[src/rtl/ots_pkg.sv]
package ots_pkg;

	localparam int OWNER_W = 8;
	localparam int COUNT_W = 16;
	localparam int CFG_INDEX_W = 2;

	localparam int DEF_HOLDER_SLOTS = 16;
	localparam int DEF_WAITER_SLOTS = 16;
	localparam int DEF_OWNER_BITS = 8;

	typedef enum logic [1:0] {
		OP_RELEASE = 2'd0,
		OP_ACQUIRE = 2'd1,
		OP_TRY     = 2'd2,
		OP_READ    = 2'd3
	} op_t;

	typedef enum logic [2:0] {
		STAT_RELEASED  = 3'd0,
		STAT_IGNORED   = 3'd1,
		STAT_ACQUIRED  = 3'd2,
		STAT_REFUSED   = 3'd3,
		STAT_QUEUED    = 3'd4,
		STAT_GRANTED   = 3'd5,
		STAT_FULL      = 3'd6,
		STAT_COUNT     = 3'd7
	} status_t;

	typedef enum logic [CFG_INDEX_W-1:0] {
		CFG_START_COUNT = 2'd0,
		CFG_MIN_COUNT   = 2'd1,
		CFG_MAX_COUNT   = 2'd2
	} cfg_reg_t;

endpackage

[src/rtl/ots_req_if.sv]
interface ots_req_if;
	logic                         valid;
	logic                         ready;
	ots_pkg::op_t                 op;
	logic [ots_pkg::OWNER_W-1:0]  owner;

	modport source (output valid, output op, output owner, input ready);
	modport sink   (input valid, input op, input owner, output ready);
endinterface

[src/rtl/ots_rsp_if.sv]
interface ots_rsp_if;
	logic                                valid;
	logic                                ready;
	ots_pkg::status_t                    status;
	logic [ots_pkg::OWNER_W-1:0]         who;
	logic signed [ots_pkg::COUNT_W-1:0]  count;
	logic                                last;

	modport source (output valid, output status, output who, output count, output last,
		input ready);
	modport sink   (input valid, input status, input who, input count, input last,
		output ready);
endinterface

[src/rtl/owner_tracked_counting_semaphore.sv]
// Channel   Dir  Payload                          Transfer
// req       in   op, owner                        valid & ready at rising clk
// rsp       out  status, who, count, last         valid & ready at rising clk
// cfg       in   cfg_index, cfg_data              cfg_write_en at rising clk
//
// Reads, refused tries and queued or queue-full acquires go straight to a result.
// Release, and acquire or try above the floor, walk the holder table one entry per
// cycle through a single compare unit fed by the holder memory read port. A release
// that frees a slot for a queued waiter then goes on to a grant step.
// Reset (arst_n low) empties holder table and waiter queue, loads count 0, floor 0,
// ceiling 1. No clearing pass is needed: holder entries carry valid flops.
// req is taken only between items; a result held in the output register does not
// block the next transfer on req, but a stalled rsp holds the sequencer at its
// next result.
module owner_tracked_counting_semaphore #(
	parameter int HOLDER_SLOTS = ots_pkg::DEF_HOLDER_SLOTS,
	parameter int WAITER_SLOTS = ots_pkg::DEF_WAITER_SLOTS,
	parameter int OWNER_BITS   = ots_pkg::DEF_OWNER_BITS
) (
	input  logic                               clk,
	input  logic                               arst_n,
	ots_req_if.sink                            req,
	ots_rsp_if.source                          rsp,
	input  logic                               cfg_write_en,
	input  logic [ots_pkg::CFG_INDEX_W-1:0]    cfg_index,
	input  logic [ots_pkg::COUNT_W-1:0]        cfg_data
);

	localparam int HIDX_W = (HOLDER_SLOTS > 1) ? $clog2(HOLDER_SLOTS) : 1;
	localparam int WIDX_W = (WAITER_SLOTS > 1) ? $clog2(WAITER_SLOTS) : 1;
	localparam int LVL_W  = $clog2(WAITER_SLOTS + 1);
	localparam logic [HIDX_W-1:0] HOLDER_LAST = HIDX_W'(HOLDER_SLOTS - 1);
	localparam logic [WIDX_W-1:0] WAITER_LAST = WIDX_W'(WAITER_SLOTS - 1);
	localparam logic [LVL_W-1:0]  WAITER_FULL = LVL_W'(WAITER_SLOTS);

	typedef enum logic [2:0] {
		S_IDLE,
		S_SCAN,
		S_REL,
		S_EMIT,
		S_GRANT
	} state_t;

	typedef logic signed [ots_pkg::COUNT_W-1:0] count_t;

	state_t                     state_q;
	logic [ots_pkg::OWNER_W-1:0] owner_q;
	logic [OWNER_BITS-1:0]      id_q;

	count_t                     count_q;
	count_t                     min_q;
	count_t                     max_q;

	// Holder table: valid flops, owner ids in memory
	logic [HOLDER_SLOTS-1:0]    holder_vld_q;
	logic [OWNER_BITS-1:0]      holder_mem [HOLDER_SLOTS];

	// Waiter queue
	logic [OWNER_BITS-1:0]      waiter_mem [WAITER_SLOTS];
	logic [WIDX_W-1:0]          head_q;
	logic [WIDX_W-1:0]          tail_q;
	logic [LVL_W-1:0]           level_q;
	logic [OWNER_BITS-1:0]      waiter_rd_q;

	// Scan walker
	logic [HIDX_W-1:0]          idx_q;
	logic                       issued_q;
	logic                       look_free_q;
	logic                       scan_s1;
	logic [HIDX_W-1:0]          idx_s1;
	logic                       ent_vld_s1;
	logic [OWNER_BITS-1:0]      ent_own_s1;
	logic [HIDX_W-1:0]          slot_q;

	// Pending result and output register
	ots_pkg::status_t           res_status_q;
	logic [ots_pkg::OWNER_W-1:0] res_who_q;
	logic                       res_last_q;
	logic                       grant_q;

	logic                       out_valid_q;
	ots_pkg::status_t           out_status_q;
	logic [ots_pkg::OWNER_W-1:0] out_who_q;
	count_t                     out_count_q;
	logic                       out_last_q;

	logic                       accept;
	logic                       count_above;
	logic                       scan_issue;
	logic                       scan_hit;
	logic                       scan_miss;
	count_t                     rel_count;
	logic                       rel_grant;
	logic                       out_free;
	logic                       holder_we;
	logic [HIDX_W-1:0]          holder_wa;
	logic [OWNER_BITS-1:0]      holder_wd;
	logic                       waiter_we;

	assign req.ready   = (state_q == S_IDLE);
	assign accept      = req.valid && req.ready;
	assign count_above = (count_q > min_q);
	assign out_free    = !out_valid_q || rsp.ready;

	assign rsp.valid  = out_valid_q;
	assign rsp.status = out_status_q;
	assign rsp.who    = out_who_q;
	assign rsp.count  = out_count_q;
	assign rsp.last   = out_last_q;

	// Shared compare: one holder entry per cycle, looking for a match or a hole
	assign scan_issue = (state_q == S_SCAN) && !issued_q;
	assign scan_hit   = (state_q == S_SCAN) && scan_s1 &&
		(look_free_q ? !ent_vld_s1 : (ent_vld_s1 && (ent_own_s1 == id_q)));
	assign scan_miss  = (state_q == S_SCAN) && scan_s1 && !scan_hit &&
		(idx_s1 == HOLDER_LAST);

	// Release raises the count by one unless at or above the ceiling, then clamps
	assign rel_count = (count_q < max_q) ? count_t'(count_q + count_t'(1)) : max_q;
	assign rel_grant = (level_q != '0) && (rel_count > min_q);

	assign waiter_we = accept && (req.op == ots_pkg::OP_ACQUIRE) && !count_above &&
		(level_q != WAITER_FULL);

	always_comb begin
		holder_we = 1'b0;
		holder_wa = slot_q;
		holder_wd = waiter_rd_q;
		if (scan_hit && look_free_q) begin
			holder_we = 1'b1;
			holder_wa = idx_s1;
			holder_wd = id_q;
		end else if (state_q == S_GRANT) begin
			holder_we = 1'b1;
		end
	end

	always_ff @(posedge clk) begin
		if (holder_we) begin
			holder_mem[holder_wa] <= holder_wd;
		end
		if (scan_issue) begin
			ent_own_s1 <= holder_mem[idx_q];
		end
	end

	always_ff @(posedge clk) begin
		if (waiter_we) begin
			waiter_mem[tail_q] <= OWNER_BITS'(req.owner);
		end
		if (state_q == S_REL) begin
			waiter_rd_q <= waiter_mem[head_q];
		end
	end

	always_ff @(posedge clk or negedge arst_n) begin
		if (!arst_n) begin
			state_q      <= S_IDLE;
			owner_q      <= '0;
			id_q         <= '0;
			count_q      <= '0;
			min_q        <= '0;
			max_q        <= count_t'(1);
			holder_vld_q <= '0;
			head_q       <= '0;
			tail_q       <= '0;
			level_q      <= '0;
			idx_q        <= '0;
			issued_q     <= 1'b0;
			look_free_q  <= 1'b0;
			scan_s1      <= 1'b0;
			idx_s1       <= '0;
			ent_vld_s1   <= 1'b0;
			slot_q       <= '0;
			res_status_q <= ots_pkg::STAT_COUNT;
			res_who_q    <= '0;
			res_last_q   <= 1'b0;
			grant_q      <= 1'b0;
			out_valid_q  <= 1'b0;
			out_status_q <= ots_pkg::STAT_COUNT;
			out_who_q    <= '0;
			out_count_q  <= '0;
			out_last_q   <= 1'b0;
		end else begin
			// Drop the output once taken, unless a new result loads this cycle
			if (rsp.ready && !((state_q == S_EMIT) && out_free)) begin
				out_valid_q <= 1'b0;
			end

			// Config must land only between items; the block itself does not enforce it
			if (cfg_write_en) begin
				case (cfg_index)
					ots_pkg::CFG_START_COUNT: count_q <= $signed(cfg_data);
					ots_pkg::CFG_MIN_COUNT:   min_q   <= $signed(cfg_data);
					ots_pkg::CFG_MAX_COUNT:   max_q   <= $signed(cfg_data);
					default: ;
				endcase
			end

			case (state_q)
				S_IDLE: begin
					if (accept) begin
						owner_q    <= req.owner;
						id_q       <= OWNER_BITS'(req.owner);
						res_who_q  <= req.owner;
						res_last_q <= 1'b1;
						idx_q      <= '0;
						issued_q   <= 1'b0;
						scan_s1    <= 1'b0;
						grant_q    <= 1'b0;
						case (req.op)
							ots_pkg::OP_READ: begin
								res_status_q <= ots_pkg::STAT_COUNT;
								state_q      <= S_EMIT;
							end
							ots_pkg::OP_RELEASE: begin
								look_free_q <= 1'b0;
								state_q     <= S_SCAN;
							end
							default: begin
								if (count_above) begin
									look_free_q <= 1'b1;
									state_q     <= S_SCAN;
								end else if (req.op == ots_pkg::OP_TRY) begin
									res_status_q <= ots_pkg::STAT_REFUSED;
									state_q      <= S_EMIT;
								end else if (level_q == WAITER_FULL) begin
									res_status_q <= ots_pkg::STAT_FULL;
									state_q      <= S_EMIT;
								end else begin
									// Queue the owner at the tail
									tail_q       <= (tail_q == WAITER_LAST) ? '0 :
										WIDX_W'(tail_q + 1'b1);
									level_q      <= LVL_W'(level_q + 1'b1);
									res_status_q <= ots_pkg::STAT_QUEUED;
									state_q      <= S_EMIT;
								end
							end
						endcase
					end
				end

				S_SCAN: begin
					// Advance the compare stage; drop it once the walk ends
					scan_s1 <= scan_issue && !scan_hit;
					if (scan_issue) begin
						idx_s1     <= idx_q;
						ent_vld_s1 <= holder_vld_q[idx_q];
						if (idx_q == HOLDER_LAST) begin
							issued_q <= 1'b1;
						end else begin
							idx_q <= HIDX_W'(idx_q + 1'b1);
						end
					end

					if (scan_hit) begin
						slot_q  <= idx_s1;
						if (look_free_q) begin
							// Take the hole for the requester
							holder_vld_q[idx_s1] <= 1'b1;
							count_q              <= count_t'(count_q - count_t'(1));
							res_status_q         <= ots_pkg::STAT_ACQUIRED;
							state_q              <= S_EMIT;
						end else begin
							state_q <= S_REL;
						end
					end else if (scan_miss) begin
						res_status_q <= look_free_q ? ots_pkg::STAT_FULL :
							ots_pkg::STAT_IGNORED;
						state_q      <= S_EMIT;
					end
				end

				S_REL: begin
					// Drop the holder entry; waiter read is issued in this cycle
					holder_vld_q[slot_q] <= 1'b0;
					count_q              <= rel_count;
					grant_q              <= rel_grant;
					res_status_q         <= ots_pkg::STAT_RELEASED;
					res_who_q            <= owner_q;
					res_last_q           <= !rel_grant;
					state_q              <= S_EMIT;
				end

				S_GRANT: begin
					// Hand the freed slot to the head waiter
					holder_vld_q[slot_q] <= 1'b1;
					head_q               <= (head_q == WAITER_LAST) ? '0 :
						WIDX_W'(head_q + 1'b1);
					level_q              <= LVL_W'(level_q - 1'b1);
					count_q              <= count_t'(count_q - count_t'(1));
					grant_q              <= 1'b0;
					res_status_q         <= ots_pkg::STAT_GRANTED;
					res_who_q            <= ots_pkg::OWNER_W'(waiter_rd_q);
					res_last_q           <= 1'b1;
					state_q              <= S_EMIT;
				end

				S_EMIT: begin
					if (out_free) begin
						out_valid_q  <= 1'b1;
						out_status_q <= res_status_q;
						out_who_q    <= res_who_q;
						out_count_q  <= count_q;
						out_last_q   <= res_last_q;
						state_q      <= grant_q ? S_GRANT : S_IDLE;
					end
				end

				default: state_q <= S_IDLE;
			endcase
		end
	end

	// Waiter level never passes the queue depth
	a_level_bound: assert property (@(posedge clk) disable iff (!arst_n)
		level_q <= WAITER_FULL)
		else $error("waiter level above queue depth");

	// A grant only runs with a waiter queued and onto a freed slot
	a_grant_src: assert property (@(posedge clk) disable iff (!arst_n)
		(state_q == S_GRANT) |-> ((level_q != '0) && !holder_vld_q[slot_q]))
		else $error("grant without waiter or onto a held slot");

	// A non-final result is always the release ahead of a grant
	a_nonlast: assert property (@(posedge clk) disable iff (!arst_n)
		(rsp.valid && !rsp.last) |-> (rsp.status == ots_pkg::STAT_RELEASED))
		else $error("non-final result that is not a release");

	// Leaving idle goes only to the table walk or straight to a result
	a_scan_idle: assert property (@(posedge clk) disable iff (!arst_n)
		(state_q == S_IDLE) |=> (state_q == S_IDLE || state_q == S_SCAN ||
			state_q == S_EMIT))
		else $error("item left idle for an unexpected step");

endmodule

[src/flat_wrapper.sv]
// flat-port wrapper written by rule: the top's interface ports become plain ports
module owner_tracked_counting_semaphore_flat 
#(
	parameter int HOLDER_SLOTS = ots_pkg::DEF_HOLDER_SLOTS,
	parameter int WAITER_SLOTS = ots_pkg::DEF_WAITER_SLOTS,
	parameter int OWNER_BITS   = ots_pkg::DEF_OWNER_BITS
)
  (clk, arst_n, cfg_write_en, cfg_index, cfg_data, req_valid, req_op, req_owner, req_ready, rsp_valid, rsp_status, rsp_who, rsp_count, rsp_last, rsp_ready);
  ots_req_if req_i ();
  ots_rsp_if rsp_i ();
  input  logic clk;
  input  logic arst_n;
  input  logic cfg_write_en;
  input  logic [ots_pkg::CFG_INDEX_W-1:0] cfg_index;
  input  logic [ots_pkg::COUNT_W-1:0] cfg_data;
  input wire logic [$bits(req_i.valid)-1:0] req_valid;
  input wire logic [$bits(req_i.op)-1:0] req_op;
  input wire logic [$bits(req_i.owner)-1:0] req_owner;
  output wire logic [$bits(req_i.ready)-1:0] req_ready;
  output wire logic [$bits(rsp_i.valid)-1:0] rsp_valid;
  output wire logic [$bits(rsp_i.status)-1:0] rsp_status;
  output wire logic [$bits(rsp_i.who)-1:0] rsp_who;
  output wire logic [$bits(rsp_i.count)-1:0] rsp_count;
  output wire logic [$bits(rsp_i.last)-1:0] rsp_last;
  input wire logic [$bits(rsp_i.ready)-1:0] rsp_ready;
  assign req_i.valid = req_valid;
  assign req_i.op = req_op;
  assign req_i.owner = req_owner;
  assign req_ready = req_i.ready;
  assign rsp_valid = rsp_i.valid;
  assign rsp_status = rsp_i.status;
  assign rsp_who = rsp_i.who;
  assign rsp_count = rsp_i.count;
  assign rsp_last = rsp_i.last;
  assign rsp_i.ready = rsp_ready;
  owner_tracked_counting_semaphore #(.HOLDER_SLOTS(HOLDER_SLOTS), .WAITER_SLOTS(WAITER_SLOTS), .OWNER_BITS(OWNER_BITS)) u_core (.clk(clk), .arst_n(arst_n), .req(req_i), .rsp(rsp_i), .cfg_write_en(cfg_write_en), .cfg_index(cfg_index), .cfg_data(cfg_data));
endmodule
[config.mk]
export PLATFORM = sky130hd
export DESIGN_NAME = owner_tracked_counting_semaphore_flat
export DESIGN_NICKNAME = d
export VERILOG_FILES = /design/src/rtl/ots_pkg.sv /design/src/rtl/ots_req_if.sv /design/src/rtl/ots_rsp_if.sv /design/src/rtl/owner_tracked_counting_semaphore.sv /design/src/flat_wrapper.sv
export SDC_FILE = /design/constraint.sdc
export NUM_CORES = 1
export LEC_CHECK = 0
export ABC_CLOCK_PERIOD_IN_PS = 4930
export BUFFER_PORTS_ARGS = -buffer_cell sky130_fd_sc_hd__buf_2
export CAP_MARGIN = 0
export CORE_ASPECT_RATIO = 1.4
export CORE_MARGIN = 4
export CORE_UTILIZATION = 40
export CTS_CLUSTER_SIZE = 20
export DETAILED_ROUTE_END_ITERATION = 10
export GPL_TIMING_DRIVEN = 0
export PLACE_DENSITY = 0.57
export SYNTH_ARGS = -nofsm -noshare
export SYNTH_HDL_FRONTEND = slang
export SYNTH_SLANG_ARGS = --single-unit
[constraint.sdc]
create_clock -name clk -period 4.93 [get_ports clk]
set_clock_uncertainty 0.15 [all_clocks]
set_input_delay 0.493 -clock clk [delete_from_list [all_inputs] [get_ports clk]]
set_output_delay 0.493 -clock clk [all_outputs]
set_load 0.005 [all_outputs]
==> impl_results.md, run 1 <==
* Status: complete, no violations
* Unrepaired setup endpoints after global routing: no
* Worst Setup Start Kind: flip-flop
* Int Power at 6.01 mW
* Hold Vio Cnt, Final at 0
* # hold bufs at CTS at 1
* CTS tree: done
* Seq/Total Area, Yosys at 59.9%
* Cell variety after synth at 77
* Total gr overflow at 0
* Routed len/inst at 23.2 um
* Die W at 196 um
* Crit-path leading delay family: compound AO/OA/AOI/OAI gates
* Die span in y at 271 um
* Area growth syn-to-layout at 12.7%
* Total GRT Usage at 19.1%
* Synth area leaders: edfxtp_1 (41%), dfrtp_1 (18%), mux4_2 (7.0%)
* Initial DRC Count at 802
* Synth Cell Area at 19700 um^2
* Final setup vio count at 0
* Crit path required time at 5.21 ns
* Wire length on met2 at 27.2 mm
* HPWL Detailed at 36.8 mm
* Arr. time, crit path at 4.93 ns
* WL final at 51.3 mm
* Gpl congestion at 0.867
* DRC Markers at 0
* WP depth at 15
* Vias in the first global route at 12857
* DRT met1 WL at 20.3 mm
* IR drop worst, VDD at 0.272 mV
* Clock power share at 39.1%
* Core area at 48900 um^2
* Layout cells sized above 1 at 20.2%
* DR WL met3 at 1.79 mm
* Total negative setup slack at 0 ns
* Multi-input gate area at 7390 um^2
* Max FO, Critical Path at 10
* PostCTS Resize Cnt at 0
* I/O pin total at 63
* Synth warnings at 0
* Setup crit end kind: flip-flop
* Final antenna-violating net count at 0
* Cell chain of the critical path: ha_1 > nand4_1 > o41ai_1 > and2_1 > buf_2 > o21ai_1 > buf_2 > mux2_2 > ha_1 > a21o_1 > a211oi_1 > o21ai_0 > a21oi_1 > o211ai_1 > a221o_1
* Skew-Pair Late Insertion Delay at 0.56 ns
* Max Slew Vio Count at 0
* TritonCTS buffer count at 42
* Sequential power share at 48.1%
* Syn Area/Cell at 13.8 um^2
* FF+latch area at 11800 um^2
* Crit path buffers/inverters at 2
* Clock Sinks at 418
* PwrDens at 362 nW/um^2
* Mapped Nets at 1530
* Fmax at 215 MHz
* Hold crit path type: in -> reg
* Leakage at 8.32 nW
* Switching Share at 25.4%
* Largest net degree at the start of global routing at 91
* Yosys top cell area share at 41.4%
* Clock-pin slew on the worst setup and hold paths at 0.06 ns
* Cell accounting for the most synthesized area: edfxtp_1
* H-tree levels at 2
* Async SR Flop Fraction at 34.9%
* Hold Crit Depth at 2
* Number of synthesized flops with an enable pin at 272
* Period utilization at 94.1%
* Initial core utilization at 40.4%
* First-pass GRT wire length at 78.7 mm
* Fill cells at 4422
* Crit-path slowest cell: o41ai_1
* Post-synth top flop: edfxtp_1
* Core Util, Final at 45.5%
* Top layer in use: met4
* Clk buf depth at 3
* Routed vias/inst at 5.67
* Max-slew headroom at 17.7%
* Die area at 53000 um^2
* Flops & latches, synth at 418
* Max capacitance violation total at 0
* Net Switching at 2.04 mW
* R2R depth at 15
* Final net count at 1638
* Cell count after synthesis at 1433
* # Post-CTS Setup Buffers at 0
* Row cnt at 96
* Initial antenna violation count at 0
* Diodes inserted at 0
* Input/output buffers at 62
* Via count at 12540
* Slew @ Worst Pin at 1.23 ns
* Comb pwr share at 12.7%
* Drt first pass iters at 5
* Worst Setup Path Type: reg -> reg
* Tmin final at 4.64 ns
* Critical Path Max Stage Delay at 0.60 ns
* CTS Root Cell: clkbuf_16
[path summary, 6_finish.rpt]
path | from | endpoint | slack [ns]
min in group asynchronous | arst_n | u_core.rsp.who[7] | 0.43
max reg2reg | u_core.count_q[15] | u_core.grant_q | 0.29
min reg2reg | u_core.res_who_q[2] | u_core.res_who_q[2] | 0.34
min | cfg_data[9] | u_core.max_q[9] | 0.06
max | u_core.count_q[15] | u_core.grant_q | 0.29
max in group asynchronous | arst_n | u_core.holder_vld_q[6] | 3.37
[synthesized netlist by cell type, types with 18 or more instances]
cell,number
mux2_2,93
mux2i_1,36
nor2_1,58
xnor2_1,20
ha_1,63
edfxtp_1,272
dfrtp_1,139
xor2_1,18
nand2_1,114
mux4_2,61
inv_1,58
o21ai_0,89
nand4_1,18
a21oi_1,37
clkbuf_1,46
[power groups by stage]
stage               logic [mW]  registers (mW)  clock network (mW)
floorplan                0.681            3.91                   0
global placement         0.986            3.94                   0
detailed placement        1.01            3.95                   0
CTS                       1.02            3.87                3.23
global route              1.13            3.88                3.38
finish                    1.03            3.88                3.15
[sequential cells by signal, indices dropped and copies added (netlist names), 16 cells and up]
name	cells
u_core.max_q	16
u_core.rsp.count	16
u_core.waiter_mem	128
u_core.holder_vld_q	16
u_core.holder_mem	128
u_core.count_q	16
u_core.min_q	16
[through the flow]
stage	area [um^2]	worst slack [ns]	hold WS (ns)	total power, mW	std cells
3_5_place_dp	20900	0.381	0.318	4.95	2133
5_1_grt	22200	0.0496	0.0337	8.39	2212
2_1_floorplan	19700	1.13	0.0474	4.60	1433
4_1_cts	22200	0.314	0.0276	8.12	2212
3_3_place_gp	20800	0.390	0.320	4.93	2132
6_report	22200	0.289	0.0554	8.05	2212
[cell usage in the layout (no fill, tap or decap), types with 9 or more instances in the layout]
cell	instances
nand3_1	14
nand2b_1	14
a31oi_1	9
o311ai_0	13
o21ai_0	89
and2_1	16
xor2_1	18
xnor2_1	20
buf_2	75
a22oi_1	11
a211oi_1	9
ha_1	63
edfxtp_1	272
nor2_1	58
o22a_1	13
a21o_1	11
o2111ai_1	15
o211ai_1	9
clkbuf_16	44
o22ai_1	10
nand4_1	18
mux2i_1	36
nor3_1	16
nand2_1	114
inv_1	58
buf_1	13
mux4_2	61
dfrtp_1	139
clkbuf_1	58
a221oi_1	12
mux2_2	93
a21oi_1	37
[layer usage]
metal,GRT usage (%),vias to the layer above
li1,-,5735
met5,0,-
met3,2.19,106
met2,34.6,294
met1,23.5,6405
met4,6.99,0
[logic make-up (layout without fill, tap and decap cells)]
logic type      count (synthesis)  count (layout)  share of synthesized area [%]
flops                         418             418                           59.9
simple gates                  312             312                           7.94
compound gates                275             275                           9.41
mux                           192             192                           14.2
buf+inv                       132             274                           2.61
fa+ha+maj                      66              66                           4.20
xor+xnor                       38              38                           1.69
[layout make-up]
type                            count  area share (%)
Timing Repair Buffer               64            1.59
Clock inverter                     14           0.506
Sequential cell                   418            53.2
Inverter                           58           0.979
Clock buffer                       64            5.62
Tap cell                          637            3.58
Buffer                             74            1.33
Multi-Input combinational cell    883            33.2
[worst reg2reg max path, delay by kind of cell, from the launching register on]
kind / cells / cell delay (ns)
simple gates: 2 / 0.38
buf+inv: 2 / 0.43
fa+ha+maj: 2 / 0.68
compound gates: 8 / 2.08
flops: 1 / 0.48
mux: 1 / 0.31
No activity file was read; power rests on OpenSTA's default activity.
==> run 2, diff against run 1 <==
--- a/config.mk
+++ b/config.mk
@@ -15,6 +15,7 @@
 export DETAILED_ROUTE_END_ITERATION = 10
 export GPL_TIMING_DRIVEN = 0
 export PLACE_DENSITY = 0.57
+export REMOVE_ABC_BUFFERS = 1
 export SYNTH_ARGS = -nofsm -noshare
 export SYNTH_HDL_FRONTEND = slang
 export SYNTH_SLANG_ARGS = --single-unit
==> impl_results.md, run 2 (same netlist as run 1, synthesis figures left out) <==
* Largest regs: u_core.holder_mem: 128 flops, u_core.waiter_mem: 128 flops (unchanged)
* Final antenna-violating net count at 0 (unchanged)
* DRC Markers at 0 (unchanged)
* Int Power at 6.03 mW (was 6.01 mW)
* Commonest non-fill, non-tap cell in the layout: edfxtp_1 (unchanged)
* Via count at 12044 (was 12540)
* Unrepaired setup endpoints after global routing: no (unchanged)
* Drt first pass iters at 7 (was 5)
* Die W at 196 um (unchanged)
* Sequential power share at 48.4% (was 48.1%)
* TritonCTS buffer count at 42 (unchanged)
* Final net count at 1569 (was 1638)
* CTS tree: done (unchanged)
* Worst Setup Path Type: reg -> reg (unchanged)
* Max-slew headroom at 11.0% (was 17.7%)
* HPWL Detailed at 32.7 mm (was 36.8 mm)
* Commonest non-fill, non-tap cells in the layout: edfxtp_1 (272), dfrtp_1 (136), nand2_1 (114) (was edfxtp_1 (272), dfrtp_1 (139), nand2_1 (114))
* Area growth syn-to-layout at 12.0% (was 12.7%)
* # Post-CTS Setup Buffers at 0 (unchanged)
* Tmin final at 4.56 ns (was 4.64 ns)
* I/O pin total at 63 (unchanged)
* Post-route cell area at 22100 um^2 (was 22200 um^2)
* Net Switching at 2.04 mW (about the same)
* WL final at 46.9 mm (was 51.3 mm)
* Final setup vio count at 0 (unchanged)
* Arr. time, crit path at 4.86 ns (was 4.93 ns)
* Fmax at 219 MHz (was 215 MHz)
* CTS Root Cell: clkbuf_16 (unchanged)
* Max Slew Vio Count at 0 (unchanged)
* Total gr overflow at 0 (unchanged)
* Die span in y at 271 um (unchanged)
* Comb pwr share at 11.6% (was 12.7%)
* Clock Sinks at 418 (unchanged)
* Max FO, Critical Path at 18 (was 10)
* Crit path required time at 5.23 ns (was 5.21 ns)
* Initial DRC Count at 817 (was 802)
* Status: complete, no violations (unchanged)
* Crit path buffers/inverters at 1 (was 2)
* R2r setup slk at 0.37 ns (was 0.29 ns)
* Clk buf depth at 3 (unchanged)
* Crit-path leading delay family: compound AO/OA/AOI/OAI gates (unchanged)
* Setup crit end kind: flip-flop (unchanged)
* Slew @ Worst Pin at 1.33 ns (was 1.23 ns)
* Layout cells sized above 1 at 20.8% (was 20.2%)
* IR drop worst, VDD at 0.321 mV (was 0.272 mV)
* Max capacitance violation total at 0 (unchanged)
* Largest net degree at the start of global routing at 79 (was 91)
* Leakage at 8.21 nW (was 8.32 nW)
* Routed len/inst at 21.9 um (was 23.2 um)
* Hold crit path type: in -> reg (unchanged)
* Cell chain of the critical path: ha_1 > o21ai_0 > o21ai_0 > and2_4 > o21ai_4 > buf_8 > mux2_2 > ha_1 > a21o_1 > a211oi_1 > o21ai_0 > a21oi_1 > o211ai_1 > a221o_1 (was ha_1 > nand4_1 > o41ai_1 > and2_1 > buf_2 > o21ai_1 > buf_2 > mux2_2 > ha_1 > a21o_1 > a211oi_1 > o21ai_0 > a21oi_1 > o211ai_1 > a221o_1)
* Initial core utilization at 40.4% (unchanged)
* First-pass GRT wire length at 73.8 mm (was 78.7 mm)
* Gpl congestion at 0.834 (was 0.867)
* Critical Path Max Stage Delay at 0.72 ns (was 0.60 ns)
* Clock power share at 40.0% (was 39.1%)
* Overall power at 8.07 mW (was 8.05 mW)
* Routed vias/inst at 5.61 (was 5.67)
* Vias in the first global route at 12534 (was 12857)
* Switching Share at 25.3% (was 25.4%)
* Crit-path slowest cell: dfrtp_1 (was o41ai_1)
* Total GRT Usage at 17.6% (was 19.1%)
* Most used cell, CP: o21ai_0
* Period utilization at 92.5% (was 94.1%)
* H-tree levels at 2 (unchanged)
* Clock-pin slew on the worst setup and hold paths at 0.06 ns (about the same)
* Hold Vio Cnt, Final at 0 (unchanged)
* Post-placement cell area at 20700 um^2 (was 20900 um^2)
* PwrDens at 365 nW/um^2 (was 362 nW/um^2)
* Worst Setup Start Kind: flip-flop (unchanged)
* Row cnt at 96 (unchanged)
* Die area at 53000 um^2 (unchanged)
* Initial antenna violation count at 3 (was 0)
* Skew-Pair Late Insertion Delay at 0.57 ns (was 0.56 ns)
* Core area at 48900 um^2 (unchanged)
* Input/output buffers at 62 (unchanged)
[run 2: cell count changes in the layout (fill, tap and decap cells not counted), sizes merged]
cell	change
buf	-22
clkinv	+9
clkinvlp	+3
diode	+3
bufinv	+3
clkbuf	-61
inv	-1
[run 2: timing repair]
action,in CTS,in global routing
hold buffers,1,0
setup endpoints to repair,2,2
hold endpoints to repair,68,0
resized for setup,2,2
[run 2: worst paths after layout]
check,depth (start not counted),end,start
worst max-delay path,14,u_core.grant_q,u_core.count_q[3]
worst min-delay path,2,u_core.min_q[9],cfg_data[9]
worst max register to register,14,u_core.grant_q,u_core.count_q[3]
worst min register to register,2,u_core.res_who_q[3],u_core.res_who_q[3]
max in group asynchronous,3,u_core.rsp.status[0],arst_n
min in group asynchronous,2,u_core.max_q[9],arst_n
[run 2: metal layers]
metal / track usage [%] / up-vias / share of wire [%]
li1: - / 5585 / -
met1: 21.3 / 6151 / 39
met2: 32.0 / 231 / 54
met3: 2.88 / 75 / 4.1
met4: 5.50 / 2 / 2.8
met5: 0 / - / 0.028
[run 2: power groups by stage]
stage / Sequential (mW) / Clock, mW / Combinational, mW
2_1_floorplan: 3.94 / 0 / 0.637
3_3_place_gp: 3.98 / 0 / 0.897
3_5_place_dp: 3.98 / 0 / 0.924
4_1_cts: 3.91 / 3.32 / 0.934
5_1_grt: 3.92 / 3.45 / 1.05
6_report: 3.91 / 3.23 / 0.933
[run 2: cell type report]
class	count	area, um^2
repair buffers	69	432
clock inverters	28	275
well taps	637	797
flip-flops and latches	418	11800
fillers	4332	26800
clock buffers	50	1110
inverters	58	218
multi-input cells	883	7420
diodes	3	7.51
[run 2: worst register-to-register path, cell delays in order (launching register included)]
cell and delay, ns:
dfrtp_1 0.72, ha_1 0.34, o21ai_0 0.06, o21ai_0 0.16, and2_4 0.30, o21ai_4 0.47
buf_8 0.23, mux2_2 0.36, ha_1 0.32, a21o_1 0.22, a211oi_1 0.31, o21ai_0 0.14
a21oi_1 0.20, o211ai_1 0.13, a221o_1 0.35
[run 2: per-stage QoR]
| step | setup slack [ns] | hold WS (ns) | cells | util [%] | TNS, ns |
|---|---|---|---|---|---|
| 4_1_cts | 0.144 | 0.0147 | 2143 | 45.2 | 0 |
| 3_5_place_dp | -0.276 | 0.325 | 2064 | 42.3 | -0.472 |
| 5_1_grt | 0.140 | 0.0256 | 2143 | 45.2 | 0 |
| 3_3_place_gp | -1.12 | 0.315 | 2058 | 42.0 | -2.17 |
| 2_1_floorplan | 0.425 | 0.0474 | 1359 | - | 0 |
| 6_report | 0.368 | 0.0418 | 2146 | 45.2 | 0 |
==> run 3, diff against run 2 <==
--- a/config.mk
+++ b/config.mk
@@ -5,6 +5,7 @@
 export SDC_FILE = /design/constraint.sdc
 export NUM_CORES = 1
 export LEC_CHECK = 0
+export ABC_AREA = 1
 export ABC_CLOCK_PERIOD_IN_PS = 4930
 export BUFFER_PORTS_ARGS = -buffer_cell sky130_fd_sc_hd__buf_2
 export CAP_MARGIN = 0
@@ -13,7 +14,7 @@
 export CORE_UTILIZATION = 40
 export CTS_CLUSTER_SIZE = 20
 export DETAILED_ROUTE_END_ITERATION = 10
-export GPL_TIMING_DRIVEN = 0
+export GPL_TIMING_DRIVEN = 1
 export PLACE_DENSITY = 0.57
 export REMOVE_ABC_BUFFERS = 1
 export SYNTH_ARGS = -nofsm -noshare
==> impl_results.md, run 3 <==
* Status: complete, no violations (unchanged)
* Core area at 49200 um^2 (was 48900 um^2)
* CTS tree: done (unchanged)
* Synth Cell Area at 20000 um^2 (was 19700 um^2)
* WL final at 56.8 mm (was 46.9 mm)
* Layout cells sized above 1 at 9.29% (was 20.8%)
* Period utilization at 83.1% (was 92.5%)
* Syn Area/Cell at 9.70 um^2 (was 13.8 um^2)
* Diodes inserted at 0 (was 3)
* Largest net degree at the start of global routing at 78 (was 79)
* Number of synthesized flops with an enable pin at 272 (unchanged)
* Synth area leaders: edfxtp_1 (41%), dfrtp_1 (17%), nand2_1 (7.4%) (was edfxtp_1 (41%), dfrtp_1 (18%), mux4_2 (7.0%))
* Routed vias/inst at 5.39 (was 5.61)
* Total gr overflow at 0 (unchanged)
* H-tree levels at 2 (unchanged)
* Initial core utilization at 40.6% (was 40.4%)
* Synth warnings at 0 (unchanged)
* Fmax at 244 MHz (was 219 MHz)
* Async SR Flop Fraction at 34.9% (unchanged)
* Gpl congestion at 0.899 (was 0.834)
* IR drop worst, VDD at 0.340 mV (was 0.321 mV)
* Core Util, Final at 45.4% (was 45.2%)
* Grt met2 use at 38.7% (was 32.0%)
* Post-placement cell area at 21000 um^2 (was 20700 um^2)
* Multi-input gate area at 7130 um^2 (was 7420 um^2)
* Area growth syn-to-layout at 11.9% (was 12.0%)
* Vias in the first global route at 14977 (was 12534)
* Worst Setup Path Type: reg -> reg (unchanged)
* Fill cells at 4750 (was 4332)
* Initial antenna violation count at 0 (was 3)
* Skew-Pair Late Insertion Delay at 0.55 ns (was 0.57 ns)
* Most used cell, CP: nand2_1 (was o21ai_0)
* Worst Setup Start Kind: flip-flop (unchanged)
* Total GRT Usage at 20.9% (was 17.6%)
* TritonCTS buffer count at 42 (unchanged)
* DRC Markers at 0 (unchanged)
* Critical Path Max Stage Delay at 0.54 ns (was 0.72 ns)
* Post-route cell area at 22400 um^2 (was 22100 um^2)
* Input/output buffers at 62 (unchanged)
* Arr. time, crit path at 4.39 ns (was 4.86 ns)
* Hold Vio Cnt, Final at 0 (unchanged)
* Flops & latches, synth at 418 (unchanged)
* Post-synth top flop: edfxtp_1 (unchanged)
* Slew @ Worst Pin at 0.905 ns (was 1.33 ns)
* Seq/Total Area, Yosys at 59.2% (was 59.9%)
* Via count at 14975 (was 12044)
* Initial DRC Count at 1048 (was 817)
* Crit path required time at 5.22 ns (was 5.23 ns)
* Leakage at 9.10 nW (was 8.21 nW)
* R2R depth at 19 (was 14)
* Clk buf depth at 3 (unchanged)
* FF+latch area at 11800 um^2 (about the same)
* Final antenna-violating net count at 0 (unchanged)
* Pre-CTS setup slack at 0.939 ns (was -0.276 ns)
* Unrepaired setup endpoints after global routing: no (unchanged)
* Die area at 53700 um^2 (was 53000 um^2)
* Cell chain of the critical path: ha_1 > nand2_1 > inv_1 > o21ai_0 > a21oi_1 > nor2_1 > nand3_1 > nand2_1 > nand2_1 > and2_1 > ha_1 > a21o_1 > nand3_1 > a21oi_1 > nor3_1 > a21o_1 > nand3_1 > nand2_1 > nand2_1 (was ha_1 > o21ai_0 > o21ai_0 > and2_4 > o21ai_4 > buf_8 > mux2_2 > ha_1 > a21o_1 > a211oi_1 > o21ai_0 > a21oi_1 > o211ai_1 > a221o_1)
* Max Slew Vio Count at 0 (unchanged)
* Met1 Use GR at 24.7% (was 21.3%)
* CTS Root Cell: clkbuf_16 (unchanged)
* Cell count after synthesis at 2061 (was 1433)
* Clock-pin slew on the worst setup and hold paths at 0.06 ns (about the same)
* Tmin final at 4.10 ns (was 4.56 ns)
* Most instantiated cells after synthesis: nand2_1 (394), edfxtp_1 (272), o21ai_0 (259) (was edfxtp_1 (272), dfrtp_1 (139), nand2_1 (114))
* Max FO, Critical Path at 14 (was 18)
* PwrDens at 606 nW/um^2 (was 365 nW/um^2)
* Most frequent cell after synthesis: nand2_1 (was edfxtp_1)
* Drt first pass iters at 5 (was 7)
* Row cnt at 96 (unchanged)
* Final net count at 2206 (was 1569)
* Overall power at 13.6 mW (was 8.07 mW)
* Total negative setup slack at 0 ns (unchanged)
* I/O pin total at 63 (unchanged)
* Final setup vio count at 0 (unchanged)
* Crit-path slowest cell: dfrtp_1 (unchanged)
* Cell variety after synth at 44 (was 77)
* Die W at 197 um (was 196 um)
* Max-slew headroom at 39.5% (was 11.0%)
* # Post-CTS Setup Buffers at 0 (unchanged)
* Setup crit end kind: flip-flop (unchanged)
* First-pass GRT wire length at 87.2 mm (was 73.8 mm)
* Slack of the critical path at 0.832 ns (was 0.368 ns)
* HPWL Detailed at 39.1 mm (was 32.7 mm)
* Hold Crit Depth at 4 (was 2)
* Largest regs: u_core.holder_mem: 128 flops, u_core.waiter_mem: 128 flops (unchanged)
* Yosys top cell area share at 40.8% (was 41.4%)
* Hold crit path type: in -> reg (unchanged)
* Routed len/inst at 20.4 um (was 21.9 um)
* Die span in y at 273 um (was 271 um)
* Top Usage Layer GRT: met2 (unchanged)
* Clock Sinks at 418 (unchanged)
* Cell accounting for the most synthesized area: edfxtp_1 (unchanged)
* Max capacitance violation total at 0 (unchanged)
* Met3 usage at 2.22% (was 2.88%)
* Commonest non-fill, non-tap cells in the layout: nand2_1 (394), edfxtp_1 (272), o21ai_0 (251) (was edfxtp_1 (272), dfrtp_1 (136), nand2_1 (114))
* Commonest non-fill, non-tap cell in the layout: nand2_1 (was edfxtp_1)
## run 3: where the power goes
| part | internal (mW) | switching, mW | total (mW) |
|---|---|---|---|
| clock | 1.87 | 1.38 | 3.25 |
| sequential | 4.52 | 0.512 | 5.03 |
| combinational | 1.71 | 3.58 | 5.29 |
## run 3: final cells by class
cell class                 count  area share [%]
clock inverter                27            1.23
tap                          637            3.56
clock buffer                  50            4.93
multi-input combinational   1369            31.9
timing repair buffer          92            2.43
sequential                   418            52.9
inverter                     186            3.12
## run 3: path summary, 6_finish.rpt
kind | start | slack, ns | to
setup / recovery | u_core.count_q[9] | 0.83 | u_core.res_last_q
hold / removal | rsp_ready | 0.08 | u_core.rsp.valid
setup reg to reg | u_core.count_q[9] | 0.83 | u_core.res_last_q
hold reg to reg | u_core.rsp.count[13] | 0.33 | u_core.rsp.count[13]
max in group asynchronous | arst_n | 3.14 | u_core.head_q[0]
min in group asynchronous | arst_n | 0.28 | u_core.holder_vld_q[9]
## run 3: cells by family after synthesis
logic type	Yosys count	synth area share [%]
buf+inv	274	5.24
compound gates	460	13.0
xor+xnor	29	1.27
mux	13	0.732
fa+ha+maj	64	4.04
flops	418	59.2
simple gates	803	16.6
## run 3: layer usage
| layer | part of all wire [%] | vias up |
|---|---|---|
| met5 | 0 | - |
| met4 | 3.8 | 0 |
| met3 | 4.0 | 109 |
| met2 | 53 | 392 |
| met1 | 39 | 7253 |
| li1 | - | 7221 |
## run 3: repair_timing
| item | CTS | global route |
|---|---|---|
| endpoints found under the setup margin | 0 | 0 |
| hold buffers | 1 | 0 |
| resized for setup | 0 | 0 |
| hold endpoints to repair | 44 | 0 |
## run 3: worst max-delay path: cells and delay by family, from the launching register on
kind,cells,cell delay (ns)
flip-flops,1,0.54
AND/OR/NAND/NOR,11,1.84
buffers and inverters,1,0.03
adder cells (fa/ha/maj),2,0.60
AO/OA/AOI/OAI,5,0.83
## run 3: stage by stage
stage / hold slack [ns] / std cells
6_report: 0.0798 / 2779
5_1_grt: 0.0819 / 2779
4_1_cts: 0.0546 / 2779
3_5_place_dp: 0.303 / 2701
3_3_place_gp: 0.303 / 2701
2_1_floorplan: 0.0474 / 1973
